File: config.mk
export PLATFORM = sky130hd
export DESIGN_NAME = serial_feedback_frame_parser_unit
export DESIGN_NICKNAME = d
export VERILOG_FILES = /design/src/design/sffp_pkg.sv /design/src/design/sffp_frame_core.sv /design/src/design/serial_feedback_frame_parser_unit.sv
export SDC_FILE = /design/constraint.sdc
export NUM_CORES = 1
export LEC_CHECK = 0
export BUFFER_PORTS_ARGS = -buffer_cell sky130_fd_sc_hd__buf_2
export CAP_MARGIN = 30
export CORE_MARGIN = 4
export CORE_UTILIZATION = 45
export CTS_CLUSTER_SIZE = 30
export DETAILED_ROUTE_END_ITERATION = 10
export PLACE_DENSITY = 0.72
export SLEW_MARGIN = 20
export SYNTH_ARGS = -nofsm -noshare
export SYNTH_HDL_FRONTEND = slang
export SYNTH_SLANG_ARGS = --single-unit
File: constraint.sdc
create_clock -name clk -period 8.8 [get_ports clk]
set_clock_uncertainty 0.2 [all_clocks]
set_input_delay 1.76 -clock clk [delete_from_list [all_inputs] [get_ports clk]]
set_output_delay 1.76 -clock clk [all_outputs]
set_load 0.01 [all_outputs]
File: src/design/sffp_pkg.sv
package sffp_pkg;

    // Frame geometry: nine little-endian 16-bit words on the wire.
    localparam int unsigned FRAME_WORDS   = 9;
    localparam int unsigned FRAME_BYTES   = 18;
    localparam int unsigned CHECKED_WORDS = 8;

    // Width of the byte position counter and of a word index.
    localparam int unsigned POS_W  = $clog2(FRAME_BYTES);
    localparam int unsigned WORD_W = $clog2(FRAME_WORDS);

    // Start marker after reset.
    localparam logic [15:0] START_WORD_RESET = 16'hABCD;

    // One decoded frame as delivered on the result channel.
    typedef struct packed {
        logic               frame_ok;
        logic signed [15:0] command_one;
        logic signed [15:0] command_two;
        logic signed [15:0] right_rpm;
        logic signed [15:0] left_rpm;
        logic signed [15:0] battery_voltage;
        logic signed [15:0] board_temperature;
        logic        [15:0] led_flags;
        logic        [31:0] frames_seen;
        logic        [31:0] checksum_errors;
    } result_t;

endpackage

File: src/design/sffp_frame_core.sv
module sffp_frame_core
(
    input  logic                clk,
    input  logic                rst_n,
    input  logic                step,
    input  logic [7:0]          rx_byte,
    input  logic [15:0]         start_word,
    output logic                last_pending,
    output logic                result_valid,
    output sffp_pkg::result_t   result
);

    localparam logic [sffp_pkg::POS_W-1:0] FIRST_POS = sffp_pkg::POS_W'(2);
    localparam logic [sffp_pkg::POS_W-1:0] LAST_POS  =
        sffp_pkg::POS_W'(sffp_pkg::FRAME_BYTES - 1);

    logic [7:0]                  last_byte_reg;
    logic [sffp_pkg::POS_W-1:0]  pos_reg;
    logic [15:0]                 words_reg [0:sffp_pkg::FRAME_WORDS-1];
    logic [31:0]                 frame_counter_reg;
    logic [31:0]                 error_counter_reg;

    logic [15:0]                 candidate;
    logic                        start_hit;
    logic                        collecting;
    logic                        complete;
    logic [sffp_pkg::WORD_W-1:0] word_index;
    logic [15:0]                 checksum_word;
    logic [15:0]                 xor_sum;
    logic                        frame_ok;
    logic [31:0]                 frames_next;
    logic [31:0]                 errors_next;

    // Start detection on the byte pair and position bookkeeping.
    assign candidate    = {rx_byte, last_byte_reg};
    assign start_hit    = (candidate == start_word);
    assign collecting   = (pos_reg >= FIRST_POS) && !start_hit;
    assign last_pending = collecting && (pos_reg == LAST_POS);
    assign complete     = step && last_pending;
    assign word_index   = pos_reg[sffp_pkg::POS_W-1:1];

    // The checksum word is finished by the high byte arriving now.
    assign checksum_word = {rx_byte, words_reg[sffp_pkg::FRAME_WORDS-1][7:0]};

    // XOR of the start word and the seven data words.
    always_comb
    begin
        xor_sum = words_reg[0];
        for (int i = 1; i < sffp_pkg::CHECKED_WORDS; i++)
        begin
            xor_sum = xor_sum ^ words_reg[i];
        end
    end

    assign frame_ok    = (words_reg[0] == start_word) && (xor_sum == checksum_word);
    assign frames_next = frame_counter_reg + 32'd1;
    assign errors_next = frame_ok ? error_counter_reg : error_counter_reg + 32'd1;

    // Control state: previous byte, position and the running counters.
    always_ff @(posedge clk or negedge rst_n)
    begin
        if (!rst_n)
        begin
            last_byte_reg     <= 8'd0;
            pos_reg           <= '0;
            frame_counter_reg <= 32'd0;
            error_counter_reg <= 32'd0;
        end
        else if (step)
        begin
            last_byte_reg <= rx_byte;
            if (start_hit)
            begin
                pos_reg <= FIRST_POS;
            end
            else if (complete)
            begin
                pos_reg           <= '0;
                frame_counter_reg <= frames_next;
                error_counter_reg <= errors_next;
            end
            else if (collecting)
            begin
                pos_reg <= pos_reg + sffp_pkg::POS_W'(1);
            end
        end
    end

    // Frame word storage, one byte lane written per request, both on a start hit.
    always_ff @(posedge clk)
    begin
        if (step)
        begin
            if (start_hit)
            begin
                words_reg[0] <= candidate;
            end
            else if (collecting)
            begin
                if (pos_reg[0])
                begin
                    words_reg[word_index][15:8] <= rx_byte;
                end
                else
                begin
                    words_reg[word_index][7:0] <= rx_byte;
                end
            end
        end
    end

    // Decoded result for the frame that completes on this request.
    assign result_valid               = complete;
    assign result.frame_ok            = frame_ok;
    assign result.command_one         = words_reg[1];
    assign result.command_two         = words_reg[2];
    assign result.right_rpm           = words_reg[3];
    assign result.left_rpm            = words_reg[4];
    assign result.battery_voltage     = words_reg[5];
    assign result.board_temperature   = words_reg[6];
    assign result.led_flags           = words_reg[7];
    assign result.frames_seen         = frames_next;
    assign result.checksum_errors     = errors_next;

endmodule

File: src/design/serial_feedback_frame_parser_unit.sv
// Serial feedback frame parser. Each input request carries one received byte,
// and one byte is taken per clock cycle while in_stall is low. A byte is first
// held in an input register, then updates the frame assembler, and the decoded
// frame lands in the result register. The byte pair matching start_word restarts
// collection at any point, a partial frame is dropped silently, and an
// eighteen-byte frame yields one result with frame_ok, the seven data words
// and the wrapping frame and error counters. Back-pressure reaches the input
// only when the last byte of a frame is waiting and the previous result is
// still held by out_stall. The start marker is written through cfg_write_en and
// cfg_write_data and resets to 0xABCD.
module serial_feedback_frame_parser_unit
(
    input  logic               clk,
    input  logic               rst_n,
    input  logic               cfg_write_en,
    input  logic [15:0]        cfg_write_data,
    input  logic               in_valid,
    output logic               in_stall,
    input  logic [7:0]         rx_byte,
    output logic               out_valid,
    input  logic               out_stall,
    output logic               frame_ok,
    output logic signed [15:0] command_one,
    output logic signed [15:0] command_two,
    output logic signed [15:0] right_rpm,
    output logic signed [15:0] left_rpm,
    output logic signed [15:0] battery_voltage,
    output logic signed [15:0] board_temperature,
    output logic        [15:0] led_flags,
    output logic        [31:0] frames_seen,
    output logic        [31:0] checksum_errors
);

    logic [15:0]        start_word_reg;
    logic               byte_valid_reg;
    logic [7:0]         byte_reg;
    logic               out_valid_reg;
    sffp_pkg::result_t  result_reg;

    logic               may_finish;
    logic               block;
    logic               step;
    logic               in_take;
    logic               core_valid;
    sffp_pkg::result_t  core_result;

    // The held byte may finish a frame only if the result register frees up.
    assign block    = byte_valid_reg && may_finish && out_valid_reg && out_stall;
    assign step     = byte_valid_reg && !block;
    assign in_stall = block;
    assign in_take  = in_valid && !in_stall;

    // Start marker register.
    always_ff @(posedge clk or negedge rst_n)
    begin
        if (!rst_n)
        begin
            start_word_reg <= sffp_pkg::START_WORD_RESET;
        end
        else if (cfg_write_en)
        begin
            start_word_reg <= cfg_write_data;
        end
    end

    // Input register.
    always_ff @(posedge clk or negedge rst_n)
    begin
        if (!rst_n)
        begin
            byte_valid_reg <= 1'b0;
        end
        else if (!block)
        begin
            byte_valid_reg <= in_take;
        end
    end

    always_ff @(posedge clk)
    begin
        if (in_take)
        begin
            byte_reg <= rx_byte;
        end
    end

    sffp_frame_core u_core
    (
        .clk          (clk),
        .rst_n        (rst_n),
        .step         (step),
        .rx_byte      (byte_reg),
        .start_word   (start_word_reg),
        .last_pending (may_finish),
        .result_valid (core_valid),
        .result       (core_result)
    );

    // Result register.
    always_ff @(posedge clk or negedge rst_n)
    begin
        if (!rst_n)
        begin
            out_valid_reg <= 1'b0;
        end
        else if (core_valid)
        begin
            out_valid_reg <= 1'b1;
        end
        else if (!out_stall)
        begin
            out_valid_reg <= 1'b0;
        end
    end

    always_ff @(posedge clk)
    begin
        if (core_valid)
        begin
            result_reg <= core_result;
        end
    end

    assign out_valid         = out_valid_reg;
    assign frame_ok          = result_reg.frame_ok;
    assign command_one       = result_reg.command_one;
    assign command_two       = result_reg.command_two;
    assign right_rpm         = result_reg.right_rpm;
    assign left_rpm          = result_reg.left_rpm;
    assign battery_voltage   = result_reg.battery_voltage;
    assign board_temperature = result_reg.board_temperature;
    assign led_flags         = result_reg.led_flags;
    assign frames_seen       = result_reg.frames_seen;
    assign checksum_errors   = result_reg.checksum_errors;

`ifndef SYNTHESIS
    // Input back-pressure only comes from a held result.
    assert property (@(posedge clk) disable iff (!rst_n)
        in_stall |-> (out_valid && out_stall))
        else $error("input stalled without a held result");

    // A new frame result never overwrites one that is still held.
    assert property (@(posedge clk) disable iff (!rst_n)
        core_valid |-> !(out_valid_reg && out_stall))
        else $error("frame result overwrote a held result");

    // A taken result with nothing new behind it clears the output.
    assert property (@(posedge clk) disable iff (!rst_n)
        (out_valid && !out_stall && !core_valid) |=> !out_valid)
        else $error("result delivered twice");
`endif

endmodule

# Yosys cells after proc, flatten, opt, wreduce, memory -nomap -nowiden
# Memory sizes are Yosys's and may differ from the RTL's.
# Index checks and enable logic that the tools add are counted.
# totals
regBits,280
ram_bits,144
inputBits,29
output_inout_bits,179
mem_count,1
# memory_table
memory,depth,word_bits,rd,rd_clocked_by_memory_dff,write_ports,line,text
u_core.words_reg,9,16,9,0,1,sffp_frame_core.sv:19,logic [15:0] words_reg [0:sffp_pkg::FRAME_WORDS-1];
# classes
addsub,3
magnitude_cmp,1
n_eq_ne,5
n_mux,22
bitwise,8
reduce_logical,15
# ops
cell,count
bitwise XOR 16 bit,7
"adder 32 x 1 -> 32 bit, second input constant",2
== test 16 bit,3
2-to-1 mux 32 bit,1
2-to-1 mux 16 bit,1
OR reduction 16 bit,1
2-to-1 mux 1 bit,15
2-to-1 mux 5 bit,3
logical AND 1 bit,9
"adder 5 x 1 -> 5 bit, second input constant",1
"== test 5 bit, second input constant",1
">= comparator 5 x 2 -> 1 bit, second input constant",1
2-to-1 mux 4 bit,1
AND reduction 3 bit,1
nonzero test 3 bit,1
logical NOT 1 bit,2
2-to-1 mux 2 bit,1
"!= test 2 x 1 -> 1 bit, second input constant",1
AND reduction 2 bit,1
NOT 1 bit,1

# Depth between registers and ports, before layout
# Gate-level depths: netlist (run 1).
# logic_depth
depth_word,13
depth_mapped,12
ltp_nobuf,9

# By module
# From an unflattened synthesis (run 1), not the netlist that was laid out.
# hier_totals
cells_unflattened,1040
area_unflattened_um2,16993.8
# by_module_without_submodules
mod,instances,cells_each,area_each_um2,seq_area_each_um2
sffp_frame_core,1,812,10686.5,6010.8
serial_feedback_frame_parser_unit,1,228,6307.3,6018.3

# Worst setup path after synthesis (run 1)
# OpenSTA, ideal clock, no wires.
# synth_timing
path_type,input-to-reg
startpoint,input out_stall
endpoint,register u_core.frame_counter_reg[10]
setup_ns,0.127
arrival_time_ns,4.923
setup_slack_ns,3.550
cell_stages,8
path_buffers,3
path_cell_list,nand2_1 -> nand2b_1 -> buf_2 -> inv_1 -> buf_2 -> buf_2 -> nand2_1 -> xnor2_1
# synth_between
elab_chain_cells,5
# synth_lines
item,line,text
from (decl),serial_feedback_frame_parser_unit.sv:21,"input logic out_stall,"
logical AND 1 bit,serial_feedback_frame_parser_unit.sv:48,assign block = byte_valid_reg && may_finish && out_valid_reg && out_stall;
logical NOT 1 bit,n/a,
logical AND 1 bit,serial_feedback_frame_parser_unit.sv:49,assign step = byte_valid_reg && !block;
logical AND 1 bit,sffp_frame_core.sv:39,assign complete = step && last_pending;
net core_valid,serial_feedback_frame_parser_unit.sv:44,logic core_valid;
AND reduction 3 bit (no source line),n/a,
to (signal assigned),sffp_frame_core.sv:79,frame_counter_reg <= frames_next;
to (decl),sffp_frame_core.sv:20,logic [31:0] frame_counter_reg;
# The timed path passes the listed nets, and every way through them passes these cells.
# A chain may end at the register's enable or synchronous reset.

# Worst setup path after layout (run 1)
# layout_timing
startpoint,register byte_reg[4]
endpoint,output in_stall
# layout_between
elab_chain_cells,7
# layout_lines
item,line,text
from (decl),serial_feedback_frame_parser_unit.sv:36,logic [7:0] byte_reg;
from (signal assigned),serial_feedback_frame_parser_unit.sv:83,byte_reg <= rx_byte;
== test 16 bit,sffp_frame_core.sv:36,assign start_hit = (candidate == start_word);
logical NOT 1 bit,sffp_frame_core.sv:37,assign collecting = (pos_reg >= FIRST_POS) && !start_hit;
logical AND 1 bit,sffp_frame_core.sv:37,
logical AND 1 bit,sffp_frame_core.sv:38,assign last_pending = collecting && (pos_reg == LAST_POS);
logical AND 1 bit (3 in series),serial_feedback_frame_parser_unit.sv:48,
to (decl),serial_feedback_frame_parser_unit.sv:18,"output logic in_stall,"
# No other way between the ends.

==> results of run 1 <==
per-layer routing:
layer	global-route usage [%]	vias to the layer above	share of wire [%]
li1	-	4245	-
met1	23.8	4541	44
met2	28.5	268	49
met3	3.57	50	5.8
met4	4.11	2	1.9
met5	0	-	0.054
power by group:
part,switching [W],internal [W]
clock network,0.000742,0.00110
logic,0.000534,0.000387
registers,0.000178,0.00237
total,0.00145,0.00385
synthesized netlist by cell type, drive strengths merged, types with 16 or more instances:
cell	count	area share (%)
xnor2	119	6.2
nand4	16	0.60
nand2	50	1.1
nor2	46	1.0
edfxtp	321	58
mux2	34	2.3
a211oi	30	1.3
nand3	32	0.96
xor2	136	7.1
a21oi	29	0.87
buf	16	0.49
dfrtp	85	13
cell families after synthesis:
group,Yosys count,share of synthesized area [%]
fa+ha+maj,5,0.374
xor+xnor,269,15.2
compound gates,72,2.77
simple gates,206,6.37
buf+inv,41,1.05
flops,416,71.9
mux,35,2.35
per-stage QoR:
stage	total power, W	utilization [%]
detailed placement	0.00349	50.2
floorplan	0.00321	-
finish	0.00531	54.3
CTS	0.00536	54.1
global placement	0.00348	50.0
global route	0.00557	54.3
layout make-up:
class,count,area (um^2),area share (%)
flip-flops and latches,416,12000,60.5
multi-input cells,587,4560,22.9
repair buffers,225,1220,6.12
clock buffers,56,1180,5.96
well taps,468,586,2.94
clock inverters,22,265,1.33
inverters,11,48.8,0.245
worst paths after layout:
check	from	end	cells past startpoint
max	byte_reg[4]	in_stall	6
min	u_core.words_reg[4][9]	left_rpm[9]	0
max reg2reg	byte_reg[1]	checksum_errors[1]	8
min reg2reg	u_core.words_reg[4][9]	left_rpm[9]	0
max in group asynchronous	rst_n	u_core.frame_counter_reg[6]	3
min in group asynchronous	rst_n	u_core.error_counter_reg[17]	1
worst register-to-register path, cell delays in order, from the launching register on:
cell	delay (ns)
edfxtp_1	0.56
xnor2_1	0.31
xnor3_1	0.37
xnor2_1	0.24
nand4_1	0.27
nor4_4	0.37
buf_4	0.55
nand2_1	0.27
mux2_1	0.40
==> results.py, run 1 <==
metrics = {
    "floorplan": {
        "ios": 208,
        "dieArea_mm2": 0.0403,
        "placementRows": 70,
        "coreArea_mm2": 0.0366,
        "fp.dieW_um": 201,
        "die_h_um": 201,
        "start_util_pct": 45.7,
    },
    "logic_synthesis": {
        "yosysWarnings": 0,
        "synth.yosys.seq_area_share_pct": 71.9,
        "ys_ff_latch": 416,
        "synth.cell_area_mm2": 0.0167,
        "synth_nets": 1078,
        "syn_area_per_cell_um2": 16.0,
        "synthCells": 1044,
        "synth-edff-count": 321,
        "ys.flop_type": "edfxtp_1",
        "async_reset_ff_share_pct": 22.8,
        "synth_cell_types": 43,
    },
    "setup_path": {
        "path_cells": "xnor2_1 -> nand4_1 -> nor4_2 -> or2_2 -> nor2_1 -> buf_2",
        "cp.arrival_ns": 2.80,
        "criticalPathCategory": "flop to output pin",
        "crit_buf_inv": 1,
        "cp.required_ns": 6.84,
        "cpLargestDelayFamily": "simple AND/OR/NAND/NOR gates",
        "path_max_fanout": 12,
        "rrSetupSlack_ns": 4.98,
        "worst_setup_path_start_kind": "flop",
        "slowest_delay_ns": 0.75,
        "end_kind": "output pin",
        "critical_path.slowest_cell": "nor4_2",
    },
    "sta": {
        "fin_crit_ns": 4.76,
        "setup_viol": 0,
        "tightest_slew_ns": 0.853,
        "hold_viol_final": 0,
        "period_share_pct": 54.0,
        "hold_ws_ns": 0.269,
        "layout_setup_ws_ns": 4.04,
        "fmax_ghz": 0.210,
        "rsz0062_at_grt": "false",
        "relSlewSlack_pct": 42.8,
        "maxSlewViolCount": 0,
        "timing.setup.tns_ns": 0,
    },
    "clocking": {
        "clock_latency_ns": 0.54,
        "cts_buffer_depth": 3,
        "cts_setup_buffers": 0,
        "cts_sinks": 416,
        "cts_resized": 0,
        "hold_buffers": 0,
        "clk_pin_slew_worst_paths_ns": 0.06,
        "clk_root_buffer_cell": "clkbuf_16",
        "cts-buffers-inserted": 43,
        "tritoncts": "built",
        "h-tree-depth": 2,
    },
    "detailed_routing": {
        "vias": 9106,
        "viasPerCell": 5.10,
        "drt_iter0_drc": 637,
        "routedWlPerCell_um": 19.7,
        "totalWireLength_mm": 35.1,
        "final_antenna_net_count": 0,
        "drc_errors": 0,
        "drt-pass1-iter-count": 5,
    },
    "place": {
        "hpwl_mm": 23.6,
        "placed_area_mm2": 0.0184,
        "dpl_worst_slack_ns": 4.27,
        "placed_cells": 1700,
        "portBuffers": 207,
        "gp_congestion": 0.813,
    },
    "global_route": {
        "grt_usage_pct": 17.2,
        "grt_overflow_total": 0,
        "first_global_vias": 9371,
        "grt_pass1_wl_mm": 55.2,
        "antenna_found_initial": 1,
        "grt_max_degree": 137,
    },
    "cells_and_area": {
        "largest_reg_flops": 136,
        "fill_cells": 2940,
        "areaGrowthSynthToFinish_pct": 18.8,
        "drive_above_1_share_pct": 27.1,
        "diodes": 0,
        "final_common_cell": "edfxtp_1",
        "finalInstanceArea_mm2": 0.0199,
        "mostFrequentLayoutCells": "edfxtp_1, buf_2, xor2_1",
        "final_nets": 1318,
        "final_cells": 1785,
    },
    "min_path": {
        "hold_class": "flop to flop",
    },
    "outcome": {
        "status": "completed",
    },
    "power": {
        "peakVddDrop_mv": 0.179,
        "power_leakage_nw": 7.25,
        "power.density_mw_per_mm2": 267,
    },
    "job": {
        "drv_cap": 0,
    },
}
Note: power is estimated with default switching activity, not from simulation.
==> run 2: changes to the inputs <==
--- a/config.mk
+++ b/config.mk
@@ -11,7 +11,7 @@
 export CORE_UTILIZATION = 45
 export CTS_CLUSTER_SIZE = 30
 export DETAILED_ROUTE_END_ITERATION = 10
-export PLACE_DENSITY = 0.72
+export PLACE_DENSITY = 0.75
 export SLEW_MARGIN = 20
 export SYNTH_ARGS = -nofsm -noshare
 export SYNTH_HDL_FRONTEND = slang
==> constraint.sdc (replaced) <==
create_clock -name clk -period 4.18 [get_ports clk]
set_clock_uncertainty 0.2 [all_clocks]
set_input_delay 0.836 -clock clk [delete_from_list [all_inputs] [get_ports clk]]
set_output_delay 0.836 -clock clk [all_outputs]
set_load 0.01 [all_outputs]
==> run 2 against run 1 <==
  * Total power up 110%
  * Die area unchanged
  * Worst setup slack worse by 3.3 ns
  * Largest cell class unchanged
  * Largest power group unchanged
==> results.py, run 2 (same netlist as run 1, synthesis figures left out) <==
metrics = {
    "setup_path": {
        "path_cells": "xnor2_1 -> nand4_1 -> nor4_2 -> buf_4 -> or2_2 -> nor2_1 -> buf_2",
        "slowest_delay_ns": 0.58,
        "criticalPathCategory": "flop to output pin",
        "critical_path.slowest_cell": "edfxtp_1",
        "path_max_fanout": 12,
        "cp.arrival_ns": 2.41,
        "cp.required_ns": 3.14,
        "reg2regPathDepth": 8,
        "worst_setup_path_start_kind": "flop",
        "end_kind": "output pin",
    },
    "min_path": {
        "hold_class": "input pin to async pin",
    },
    "clocking": {
        "clock_latency_ns": 0.57,
        "tritoncts": "built",
        "cts_buffer_depth": 3,
        "hold_buffers": 0,
        "clk_pin_slew_worst_paths_ns": 0.05,
        "cts_sinks": 416,
        "h-tree-depth": 2,
        "cts_setup_buffers": 0,
        "clk_root_buffer_cell": "clkbuf_16",
        "cts_resized": 0,
        "cts-buffers-inserted": 45,
    },
    "sta": {
        "layout_setup_ws_ns": 0.738,
        "tightest_slew_ns": 0.962,
        "hold_ws_ns": 0.0592,
        "fmax_ghz": 0.291,
        "rsz0062_at_grt": "false",
        "timing.setup.tns_ns": 0,
        "relSlewSlack_pct": 35.5,
        "fin_crit_ns": 3.44,
        "setup_viol": 0,
        "maxSlewViolCount": 0,
        "period_share_pct": 82.3,
        "hold_viol_final": 0,
    },
    "cells_and_area": {
        "mostFrequentLayoutCells": "edfxtp_1, buf_2, xor2_1",
        "fill_cells": 2882,
        "diodes": 0,
        "regArea_mm2": 0.0120,
        "final_common_cell": "edfxtp_1",
        "multiInputGateArea_mm2": 0.00455,
        "drive_above_1_share_pct": 27.1,
        "largest_reg_flops": 136,
        "final_nets": 1330,
        "areaGrowthSynthToFinish_pct": 19.5,
    },
    "detailed_routing": {
        "viasPerCell": 5.14,
        "totalWireLength_mm": 36.1,
        "final_antenna_net_count": 0,
        "drt-pass1-iter-count": 5,
        "vias": 9249,
        "drt_iter0_drc": 584,
        "routedWlPerCell_um": 20.0,
        "drc_errors": 0,
    },
    "place": {
        "hpwl_mm": 24.1,
        "dpl_worst_slack_ns": 0.835,
        "portBuffers": 207,
        "gp_congestion": 0.848,
    },
    "floorplan": {
        "dieArea_mm2": 0.0403,
        "coreArea_mm2": 0.0366,
        "placementRows": 70,
        "fp.dieW_um": 201,
        "die_h_um": 201,
        "start_util_pct": 45.7,
        "ios": 208,
    },
    "power": {
        "total_power_w": 0.0113,
        "power.density_mw_per_mm2": 563,
        "power_leakage_nw": 7.32,
        "peakVddDrop_mv": 0.423,
    },
    "global_route": {
        "grt_pass1_wl_mm": 56.0,
        "grt_max_degree": 110,
        "antenna_found_initial": 1,
        "first_global_vias": 9662,
        "grt_usage_pct": 17.7,
        "grt_overflow_total": 0,
    },
    "outcome": {
        "status": "completed",
    },
    "job": {
        "drv_cap": 0,
    },
}
-- run 2: layer usage --
layer  up-vias  GRT usage, %  wire [um]
li1       4282             -          -
met1      4680          22.3      14700
met2       232          30.3      18400
met3        53          4.62       2180
met4         2          5.60        768
met5         -             0         13
-- run 2: path summary, 6_finish.rpt --
path / startpoint / endpoint / slack (ns)
max in group asynchronous: rst_n / u_core.frame_counter_reg[6] / 2.83
min in group clk: rx_byte[2] / byte_reg[2] / 0.26
hold reg to reg: u_core.words_reg[3][0] / right_rpm[0] / 0.27
setup reg to reg: byte_reg[7] / battery_voltage[12] / 0.80
hold / removal: rst_n / u_core.error_counter_reg[15] / 0.06
setup / recovery: byte_reg[7] / in_stall / 0.74
-- run 2: final cells by class --
cell class | instances | area share [%]
sequential | 416 | 60.1
clock inverter | 24 | 1.46
inverter | 11 | 0.244
timing repair buffer | 235 | 6.43
tap | 468 | 2.93
clock buffer | 59 | 6.09
multi-input combinational | 587 | 22.7
-- run 2: per-stage QoR --
stage / instance area, um^2 / cells / utilization (%)
2_1_floorplan: 16700 / 1044 / -
3_3_place_gp: 18500 / 1717 / 50.5
3_5_place_dp: 18500 / 1717 / 50.5
4_1_cts: 20000 / 1800 / 54.7
5_1_grt: 20000 / 1800 / 54.7
6_report: 20000 / 1800 / 54.7
-- run 2: critical path, delay by kind of cell, from the launching register on --
kind | cells | cell delay (ns)
XOR/XNOR | 1 | 0.24
buffers and inverters | 2 | 0.37
flip-flops | 1 | 0.58
AND/OR/NAND/NOR | 4 | 0.65
-- run 2: report_power, final --
part           internal [W]  switching [W]
registers           0.00498       0.000369
clock network       0.00238        0.00160
logic              0.000821        0.00111
